<file path="src/sv/r2h_pkg.sv">
// Package for the RGB to HSV pixel core: field widths, pipeline geometry
// and the radix-2 divider step. No dependencies.
`default_nettype none

package r2h_pkg;

    localparam int CH_W       = 8;    // input channel and brightness width
    localparam int HUE_W      = 16;   // Q0.16 hue
    localparam int SAT_W      = 17;   // Q1.16 saturation
    localparam int DIV_W      = 11;   // divisor and remainder width (6 * 255 < 2048)
    localparam int NUM_W      = 12;   // signed sector numerator width
    localparam int STEP_BITS  = 4;    // quotient bits resolved per stage
    localparam int DIV_STAGES = HUE_W / STEP_BITS;
    localparam int NUM_STAGES = DIV_STAGES + 1;   // front stage plus divider stages

    // One item as it travels down the pipeline.
    typedef struct packed {
        logic [CH_W-1:0]  brightness;
        logic [DIV_W-1:0] hue_rem;
        logic [DIV_W-1:0] hue_div;
        logic [HUE_W-1:0] hue_q;
        logic [DIV_W-1:0] sat_rem;
        logic [DIV_W-1:0] sat_div;
        logic [SAT_W-1:0] sat_q;
    } lane_t;

    typedef struct packed {
        logic [DIV_W-1:0]     rem;
        logic [STEP_BITS-1:0] q;
    } div_step_t;

    // Restoring division steps: rem < div on entry and on exit.
    function automatic div_step_t div_steps(input logic [DIV_W-1:0] rem,
                                            input logic [DIV_W-1:0] div);
        logic [DIV_W:0]   rem_w;
        logic [DIV_W-1:0] r;
        div_step_t        res;
        r = rem;
        res.q = '0;
        for (int i = STEP_BITS - 1; i >= 0; i--) begin
            rem_w = {r, 1'b0};
            if (rem_w >= {1'b0, div}) begin
                res.q[i] = 1'b1;
                rem_w    = rem_w - {1'b0, div};
            end
            r = rem_w[DIV_W-1:0];
        end
        res.rem = r;
        return res;
    endfunction

endpackage

`default_nettype wire

</file>
<file path="src/sv/rgb_to_hsv_pixel_core.sv">
// RGB to HSV pixel converter, top level.
// Depends on r2h_pkg (widths, lane type, divider step function).
// Converts one 8-bit RGB pixel per clock into hue (Q0.16 turn, truncated),
// saturation (chroma/value in Q1.16, truncated) and brightness (largest
// channel). Input acceptance loads a front stage that finds max, min, chroma
// and the hue sector numerator, then four divider stages each resolve four
// quotient bits of both divisions (chroma/value and numerator/(6*chroma)).
// Throughput is one item per clock while the output is not stalled; each
// stage holds its item only while the stage ahead is full and stalled, so
// bubbles collapse and input is taken while a result waits.
// Black pixels give zero saturation and hue, grey pixels give zero hue; on ties
// for the largest channel red wins over green and green over blue.
`default_nettype none

module rgb_to_hsv_pixel_core (
    input  logic                       aclk,
    input  logic                       aresetn,
    input  logic                       s_valid,
    output logic                       s_ready,
    input  logic [r2h_pkg::CH_W-1:0]   s_red,
    input  logic [r2h_pkg::CH_W-1:0]   s_green,
    input  logic [r2h_pkg::CH_W-1:0]   s_blue,
    output logic                       m_valid,
    input  logic                       m_ready,
    output logic [r2h_pkg::HUE_W-1:0]  m_hue,
    output logic [r2h_pkg::SAT_W-1:0]  m_saturation,
    output logic [r2h_pkg::CH_W-1:0]   m_brightness
);
    import r2h_pkg::*;

    lane_t                 pipe_reg [NUM_STAGES];
    lane_t                 pipe_next[NUM_STAGES];
    logic [NUM_STAGES-1:0] vld_reg;
    logic [NUM_STAGES-1:0] vld_next;
    logic [NUM_STAGES-1:0] adv;

    logic [CH_W-1:0]         mx;
    logic [CH_W-1:0]         mn;
    logic [CH_W-1:0]         chroma;
    logic [DIV_W-1:0]        six_c;
    logic signed [NUM_W-1:0] num;
    lane_t                   front;

    // A stage advances when it is empty or the stage ahead advances.
    always_comb begin
        adv[NUM_STAGES-1] = !vld_reg[NUM_STAGES-1] || m_ready;
        for (int k = NUM_STAGES - 2; k >= 0; k--) begin
            adv[k] = !vld_reg[k] || adv[k+1];
        end
    end

    assign s_ready = adv[0];

    // Front stage: value, chroma, sector numerator and divider setup.
    always_comb begin
        mx = s_red;
        if (s_green > mx) begin
            mx = s_green;
        end
        if (s_blue > mx) begin
            mx = s_blue;
        end
        mn = s_red;
        if (s_green < mn) begin
            mn = s_green;
        end
        if (s_blue < mn) begin
            mn = s_blue;
        end
        chroma = mx - mn;
        six_c  = DIV_W'({chroma, 2'b00}) + DIV_W'({chroma, 1'b0});

        if (mx == s_red) begin
            num = $signed({4'b0000, s_green}) - $signed({4'b0000, s_blue});
        end else if (mx == s_green) begin
            num = $signed({4'b0000, s_blue}) - $signed({4'b0000, s_red})
                + $signed({3'b000, chroma, 1'b0});
        end else begin
            num = $signed({4'b0000, s_red}) - $signed({4'b0000, s_green})
                + $signed({2'b00, chroma, 2'b00});
        end
        // Wrap a negative sector result into the full turn.
        if (num < 0) begin
            num = num + $signed({1'b0, six_c});
        end

        front.brightness = mx;
        front.hue_q      = '0;
        // Grey pixel: divide zero by one so the hue comes out zero.
        if (chroma == '0) begin
            front.hue_rem = '0;
            front.hue_div = DIV_W'(1);
        end else begin
            front.hue_rem = num[DIV_W-1:0];
            front.hue_div = six_c;
        end
        // Black pixel: divide zero by one so the saturation comes out zero.
        if (mx == '0) begin
            front.sat_div = DIV_W'(1);
            front.sat_rem = '0;
            front.sat_q   = '0;
        end else if (chroma == mx) begin
            front.sat_div = DIV_W'(mx);
            front.sat_rem = '0;
            front.sat_q   = SAT_W'(1);
        end else begin
            front.sat_div = DIV_W'(mx);
            front.sat_rem = DIV_W'(chroma);
            front.sat_q   = '0;
        end
    end

    // Divider stages: four quotient bits of each division per stage.
    always_comb begin
        div_step_t hs;
        div_step_t ss;
        pipe_next[0] = front;
        vld_next[0]  = s_valid;
        for (int k = 1; k < NUM_STAGES; k++) begin
            hs = div_steps(pipe_reg[k-1].hue_rem, pipe_reg[k-1].hue_div);
            ss = div_steps(pipe_reg[k-1].sat_rem, pipe_reg[k-1].sat_div);
            pipe_next[k]         = pipe_reg[k-1];
            pipe_next[k].hue_rem = hs.rem;
            pipe_next[k].hue_q   = {pipe_reg[k-1].hue_q[HUE_W-STEP_BITS-1:0], hs.q};
            pipe_next[k].sat_rem = ss.rem;
            pipe_next[k].sat_q   = {pipe_reg[k-1].sat_q[SAT_W-STEP_BITS-1:0], ss.q};
            vld_next[k]          = vld_reg[k-1];
        end
    end

    always_ff @(posedge aclk) begin
        for (int k = 0; k < NUM_STAGES; k++) begin
            if (adv[k]) begin
                pipe_reg[k] <= pipe_next[k];
            end
        end
    end

    always_ff @(posedge aclk) begin
        if (!aresetn) begin
            vld_reg <= '0;
        end else begin
            for (int k = 0; k < NUM_STAGES; k++) begin
                if (adv[k]) begin
                    vld_reg[k] <= vld_next[k];
                end
            end
        end
    end

    assign m_valid      = vld_reg[NUM_STAGES-1];
    assign m_hue        = pipe_reg[NUM_STAGES-1].hue_q;
    assign m_saturation = pipe_reg[NUM_STAGES-1].sat_q;
    assign m_brightness = pipe_reg[NUM_STAGES-1].brightness;

endmodule

`default_nettype wire

</file>
<file path="config.mk">
export PLATFORM = sky130hd
export DESIGN_NAME = rgb_to_hsv_pixel_core
export DESIGN_NICKNAME = d
export VERILOG_FILES = /design/src/sv/r2h_pkg.sv /design/src/sv/rgb_to_hsv_pixel_core.sv
export SDC_FILE = /design/constraint.sdc
export NUM_CORES = 1
export LEC_CHECK = 0
export CORE_MARGIN = 10
export CORE_UTILIZATION = 40
export DETAILED_ROUTE_END_ITERATION = 7
export DONT_BUFFER_PORTS = 1
export PLACE_DENSITY = 0.56
export SLEW_MARGIN = 10
export SYNTH_ARGS = -nofsm -noshare
export SYNTH_HDL_FRONTEND = slang
export SYNTH_SLANG_ARGS = --single-unit
export TNS_END_PERCENT = 1
</file>
<file path="constraint.sdc">
create_clock -name aclk -period 27.2 [get_ports aclk]
set_input_delay 5.44 -clock aclk [delete_from_list [all_inputs] [get_ports aclk]]
set_output_delay 5.44 -clock aclk [all_outputs]
set_load 0.05 [all_outputs]
</file>
==> impl.org, run 1 <==
** Min path
- Worst hold path stage count :: 0
- The worst hold path begins at pipe_reg[0][296].
- Hold-critical path endpoint :: pipe_reg[0][385]
- Worst min-delay path class :: reg -> reg

** Floorplanning
- Io pins :: 71
- Area enclosed by the die boundary :: between 80000 and 90000 µm²
- From left edge to right edge, the die measures 289 µm.
- Core ar. :: between 70000 and 80000 µm²
- The die is ~290 µm tall.
- Row generation in the floorplan step produced 98 rows.
- For this configuration, the core starts out at a cell density of approximately two fifths.

** Drt
- For this run, the detailed router's first-pass iteration total came to 5.
- Total via count after detailed routing :: between 20000 and 25000
- Detailed Route Iter0 Violations :: 1370
- Overall routed net length :: 75700 µm
- The detail route stage leaves a number of antenna-violating nets equal to 0.
- DR DRC count :: 0
- DR WL/cell :: 18.5 µm
- Dividing the detail-routed via count by the number of cells gives about 5.7.

** Finish
- Flip-flop count of the largest register after layout :: around 290
- Cells with a size suffix above 1 make up about 7% of the layout.
- Counting the fill cells in the layout gives slightly below 7000.
- Number of nets in the layout :: around 3500
- Compared with the post-synthesis result, the final layout area differs by 6.82%.
- Non-filler cells in the finished layout :: 4092

** Clock network
- The tree is rooted in a sky130_fd_sc_hd__clkbuf_16.
- H-Tree Level Count :: 2
- Number of sinks driven by the clock tree :: 291
- Hold-fix buffers, CTS :: 0
- TritonCTS buffer count :: 36
- Post-CTS resize count :: 0
- Counting along the longest clock path gives a buffer depth of 3.
- The clock reaches the later pin of the worst-skew pair after roughly 0.55 ns.
- TritonCTS built the clock tree.
- Total setup buffers inserted after CTS :: 0
- After clock tree synthesis, the clock-pin slew on the worst setup and hold paths is ~0.07 ns.

** Global route
- GRT Util Overall :: about 18%
- The number of antenna violations at the first check in global routing is 2.
- Largest net degree at the start of global routing :: 75
- The via count of the first global-routing pass came to approximately 23000.
- Total congestion overflow :: 0
- The first global-routing pass estimated approximately 120000 µm of wire.

** Timing
- The number of hold violations in the final report was 0.
- Fin crit share :: approximately 52%
- Slew margin rel. :: around a quarter
- At the pin with the least slew margin, the transition time is between 1 and 1.5 ns.
- Final critical delay including setup and external delays :: roughly 14 ns
- Worst setup slack after layout :: approximately 13 ns
- Setup repair after global routing missed its margin :: false
- Finish-stage setup viols :: 0
- For the final routed database, the setup TNS stands at 0 ns.
- Timing would allow up to a little over 70 MHz.
- Clk_skew :: ~0.019 ns
- Final Max Tran Viols :: 0

** Placement
- Port bufs :: 0
- Gpl congestion :: ~0.91
- Prior to clock tree synthesis, the placed netlist has a worst setup slack of about 13 ns.
- Placed cell count :: just over 4000
- Detail Placement HPWL :: between 60000 and 70000 µm

** Synthesis
- Synthesis produced between 3000 and 4000 cells.
- For this run, the leading register cell type out of synthesis is sky130_fd_sc_hd__edfxtp_1.
- In this run, synthesis inferred between 200 and 300 flip-flops with an integrated enable.
- The synthesized design contains approximately 290 register bits.
- Avg Cell Area, Syn :: approximately 9.2 µm²
- Warnings from Yosys :: 0
- Part of the Yosys area used for sequential elements :: around 30%
- Number of distinct library cells after synthesis :: between 100 and 150
- Synthesis produced a netlist with a net count of 3556.
- Summing every instance area after synthesis gives 29000 µm².
- Share of flip-flops with an asynchronous set or reset :: 0%

** Setup path
- On the critical path, the stage with the largest delay is an instance of sky130_fd_sc_hd__and2_1.
- Among the stages of the critical path, the cell type that occurs most often is sky130_fd_sc_hd__ha_1.
- Number of buffer and inverter instances along the worst setup path :: 4
- The endpoint identified for the worst register-to-register timing path is pipe_reg[0][246].
- For the worst flop-to-flop path, the logic depth is 45.
- Crit Path Class :: in -> reg
- Endpoint kind of the worst setup timing path :: register
- Largest fanout of any net on the critical path :: 18
- Element type at the critical path start :: input pin
- STA puts the critical path data arrival time at roughly 14 ns.
- The largest single stage delay on the critical path is 0.56 ns.
- Worst R2R Setup Slack :: between 10 and 15 ns
- Among cell families on the critical path, the largest total delay comes from compound AO/OA/AOI/OAI gates.
- Data required time at the worst endpoint :: 27.50 ns
- The startpoint identified for the worst register-to-register timing path is pipe_reg[0][140].

** Job
- The tool flagged a number of max-cap violations equal to 0.

** Run status
- Run status :: completed
[worst max-delay path by stage]
| stage | from | end | cells after the start |
|---|---|---|---|
| 6_report | s_green[7] | pipe_reg[0][76] | 34 |
| 5_1_grt | s_green[1] | pipe_reg[0][76] | 36 |
| 4_1_cts | s_green[1] | pipe_reg[0][76] | 34 |
| 3_5_place_dp | s_green[1] | pipe_reg[0][76] | 34 |
| 3_3_place_gp | s_green[7] | pipe_reg[0][76] | 34 |
| 2_1_floorplan | s_green[6] | pipe_reg[0][76] | 35 |
[per-layer routing]
| layer | GRT usage [%] | vias to the layer above | share of wire [%] |
|---|---|---|---|
| met2 | 28.9 | 517 | 45 |
| met3 | 2.99 | 101 | 5.5 |
| met4 | 4.42 | 0 | 2.0 |
| met5 | 0 | - | 0 |
| li1 | - | 11500 | - |
| met1 | 23.9 | 11000 | 48 |
[cells by family after synthesis]
| kind of cell | synth area share, % |
|---|---|
| AO/OA/AOI/OAI | 22.1 |
| XOR/XNOR | 8.18 |
| adder cells (fa/ha/maj) | 16.5 |
| buffers and inverters | 5.38 |
| flip-flops | 30.0 |
| multiplexers | 4.94 |
| AND/OR/NAND/NOR | 12.9 |
[placed cells by master (no fill, tap or decap), drive strengths merged, types with 19 or more instances in the layout]
master  count
a211oi     19
mux2i      50
a21oi     236
xnor2     186
nor2      224
nor2b      57
a31oi      23
a21boi     26
xor2       82
nand3      51
o211ai     25
clkbuf     43
o21bai     55
inv       281
nand2b     45
o31ai      30
nor3       40
mux2       82
and2       22
edfxtp    286
nand2     187
a21o      192
o21ai     188
o21a       38
nand4      39
ha        357
[cell usage after synthesis, types with 39 or more instances]
cell	n	area share, %
sky130_fd_sc_hd__buf_4	43	1.1
sky130_fd_sc_hd__o21ai_0	181	3.1
sky130_fd_sc_hd__ha_1	357	15
sky130_fd_sc_hd__a21o_1	192	5.0
sky130_fd_sc_hd__clkbuf_1	43	0.56
sky130_fd_sc_hd__nand3_1	51	0.88
sky130_fd_sc_hd__nand2_1	187	2.4
sky130_fd_sc_hd__mux2_2	82	3.2
sky130_fd_sc_hd__nor2b_1	57	1.2
sky130_fd_sc_hd__a21oi_1	235	4.1
sky130_fd_sc_hd__xor2_1	80	2.4
sky130_fd_sc_hd__edfxtp_1	286	30
sky130_fd_sc_hd__o21bai_1	55	1.4
sky130_fd_sc_hd__inv_1	272	3.5
sky130_fd_sc_hd__xnor2_1	186	5.6
sky130_fd_sc_hd__nor3_1	39	0.67
sky130_fd_sc_hd__nor2_1	221	2.9
sky130_fd_sc_hd__nand4_1	39	0.84
sky130_fd_sc_hd__mux2i_1	48	1.7
sky130_fd_sc_hd__nand2b_1	45	0.97
[final cells by class]
type	instances	area, µm²	area share [%]
repair buffers	13	97.6	0.315
flip-flops and latches	291	8690	28.0
well taps	950	1190	3.84
clock inverters	23	229	0.739
clock buffers	43	958	3.09
inverters	276	1040	3.34
multi-input cells	2495	18800	60.6
diodes	1	2.50	0.00808
[metrics by stage]
stage	hold WS (ns)	util, %	cell area [µm²]
after floorplan	0.400	-	29000
after global placement	0.400	41.5	29800
after detailed placement	0.405	41.5	29800
after CTS	0.407	43.2	31000
after global routing	0.425	43.2	31000
final	0.402	43.2	31000
Power of run 1 is not shown: default switching activity piles up to over one toggle a cycle in this logic, so the estimate is an artifact.
==> inputs of run 2 (changes only) <==
Clock period 27.2 ns to 14.8 ns, I/O delays scaled along.
==> impl.org, run 2 (synthesis gave the netlist of run 1 again) <==
** Min path
- Worst min-delay path class :: reg -> reg
- Worst hold path stage count :: 0 (unchanged)

** Timing
- Fin crit share :: between 80% and 90%
- Maximum operating frequency :: about 79 MHz
- Final critical delay including setup and external delays :: between 10 and 15 ns
- The final max-slew violation count came to 0 (unchanged).
- Setup repair after global routing missed its margin :: false
- The total negative slack for setup checks was 0 ns (unchanged).
- The headroom to the max-slew limit is 24.6% (-0.97 points).
- Number of hold violations in the final report :: 0 (unchanged)
- The slack of the critical path is 2.17 ns (-10.93 ns).
- The setup-violating endpoint count in the final report came to 0 (unchanged).
- Clk_skew :: 0.0131 ns (-0.00541 ns)
- The actual slew at the worst max-slew pin was 1.13 ns (+0.0411 ns).

** Clock network
- Total setup buffers inserted after CTS :: 0 (unchanged)
- TritonCTS buffer count :: 36 (unchanged)
- The later-pin clock latency in the skew report came to 0.55 ns (about the same).
- The clock tree buffer depth came to 3 (unchanged).
- Clock transition at the registers of the reported paths :: 0.06 ns (about the same)
- Post-CTS resize count :: 0 (unchanged)
- The post-cts hold buffer count is 0 (unchanged).
- TritonCTS built the clock tree.
- The H-tree level count was 2 (unchanged).
- Buffer cell driving the clock tree root :: sky130_fd_sc_hd__clkbuf_16
- Number of sinks driven by the clock tree :: 291 (unchanged)

** Placement
- The worst slack at placement was 2.29 ns (-10.27 ns).
- The cell area after placement came to 29800 µm² (unchanged).
- Port bufs :: 0 (unchanged)
- The number of placed instances, taps included is 4025 (unchanged).
- The final weighted congestion in routability-driven placement was 0.931 (+2.8%).
- Detail Placement HPWL :: 60700 µm (+0.51%)

** Setup path
- The number of logic stages on the critical path including buffering came to 46 (+35%).
- Among all stages on the critical path, the largest delay is contributed by sky130_fd_sc_hd__edfxtp_1.
- Endpoint kind of the worst setup timing path :: register
- Worst R2R Setup Slack :: 2.17 ns (-11.94 ns)
- The length in cells of the worst reg-to-reg path is 46 (+2.2%).
- On the critical path the largest part of the delay comes from compound AO/OA/AOI/OAI gates.
- Crit Path Class :: reg -> reg
- The signal arrival time at the worst endpoint is 12.90 ns (-1.51 ns).
- Largest fanout of any net on the critical path :: 19 (+1)
- Most used cell along the critical path :: sky130_fd_sc_hd__a21o_1
- Element type at the critical path start :: register
- The number of buffer and inverter instances along the worst setup path is 4 (unchanged).
- Data required time at the worst endpoint :: 15.07 ns (-12.43 ns)
- The biggest cell delay along the critical path came to 0.70 ns (+0.14 ns).

** Finish
- Proportion of layout cells with a drive suffix above 1 :: 6.91% (-0.064 points)
- FILL cells :: 6941 (-0.10%)
- The flip-flop count of the largest register after layout came to 286 (unchanged).
- The count of inserted antenna diode cells came to 0 (-1).
- Most common library cell in the layout ignoring fill and taps :: sky130_fd_sc_hd__ha_1
- Growth of design area from synthesis to finish :: 6.89% (about the same)
- Post-route cell area :: 31000 µm² (about the same)
- Non-filler cells in the finished layout :: 4091 (-0.024%)
- Leading cell types in the layout, fill and taps excluded :: 357 x sky130_fd_sc_hd__ha_1, 286 x sky130_fd_sc_hd__edfxtp_1, 270 x sky130_fd_sc_hd__inv_1, 235 x sky130_fd_sc_hd__a21oi_1, 221 x sky130_fd_sc_hd__nor2_1
- Number of nets in the layout :: 3514 (unchanged)

** Drt
- DR DRC count :: 0 (unchanged)
- DR WL/cell :: 18.6 µm (+0.48%)
- The total number of vias came to 23200 (+0.15%).
- The routed wire length is 76100 µm (+0.45%).
- The initial detailed-routing violation count came to 1387 (+1.2%).
- The average vias per placed instance came to 5.67 (+0.17%).
- Number of iterations in the first detailed-routing pass :: 5 (unchanged)
- The number of routed nets with antenna violations is 0 (unchanged).

** Run status
- Run status :: completed

** Floorplanning
- Chip height :: 289 µm (unchanged)
- Die span in x :: 289 µm (unchanged)
- Io pins :: 71 (unchanged)
- The starting density of the core is 40.4% (unchanged).
- Standard-cell row count :: 98 (unchanged)
- The overall die area was 83700 µm² (unchanged).
- Core ar. :: 71700 µm² (unchanged)

** Global route
- The via count of the first global-routing pass came to 22900 (+0.17%).
- GRT Util Overall :: 17.8% (+0.16 points)
- Total congestion overflow :: 0 (unchanged)
- Number of antenna violations at the first check in global routing :: 2 (unchanged)
- The wire length of the first global-routing pass was 122000 µm (+0.98%).
- The maximum number of pins on one net before global-route repair came to 75 (unchanged).

** Job
- Count of maximum capacitance violations :: 0 (unchanged)
==> run 2: cell type report <==
cell class,instances,area [µm²],area share (%)
Multi-Input combinational cell,2495,18800,60.6
Sequential cell,291,8690,28.0
Tap cell,950,1190,3.83
Inverter,276,1040,3.34
Clock buffer,47,1000,3.24
Clock inverter,19,205,0.662
Timing Repair Buffer,13,97.6,0.315
==> run 2: per-layer routing <==
metal / GRT usage (%) / routed length [µm]
met2: 29.1 / 34400
met5: 0 / 0
met1: 24.1 / 36300
met3: 2.83 / 3580
met4: 4.73 / 1820
==> run 2: metrics by stage <==
stage	utilization, %	hold WS (ns)
after detailed placement	41.5	0.405
after global placement	41.5	0.400
after floorplan	-	0.400
after CTS	43.2	0.411
final	43.2	0.410
after global routing	43.2	0.417
==> run 2: final timing paths <==
| path | from | endpoint |
|---|---|---|
| worst min register to register | pipe_reg[0][338] | pipe_reg[0][423] |
| worst min-delay path | pipe_reg[0][338] | pipe_reg[0][423] |
| worst max-delay path | pipe_reg[0][225] | pipe_reg[0][325] |
| worst max register to register | pipe_reg[0][225] | pipe_reg[0][325] |
Power of run 2 is left out for the same reason.
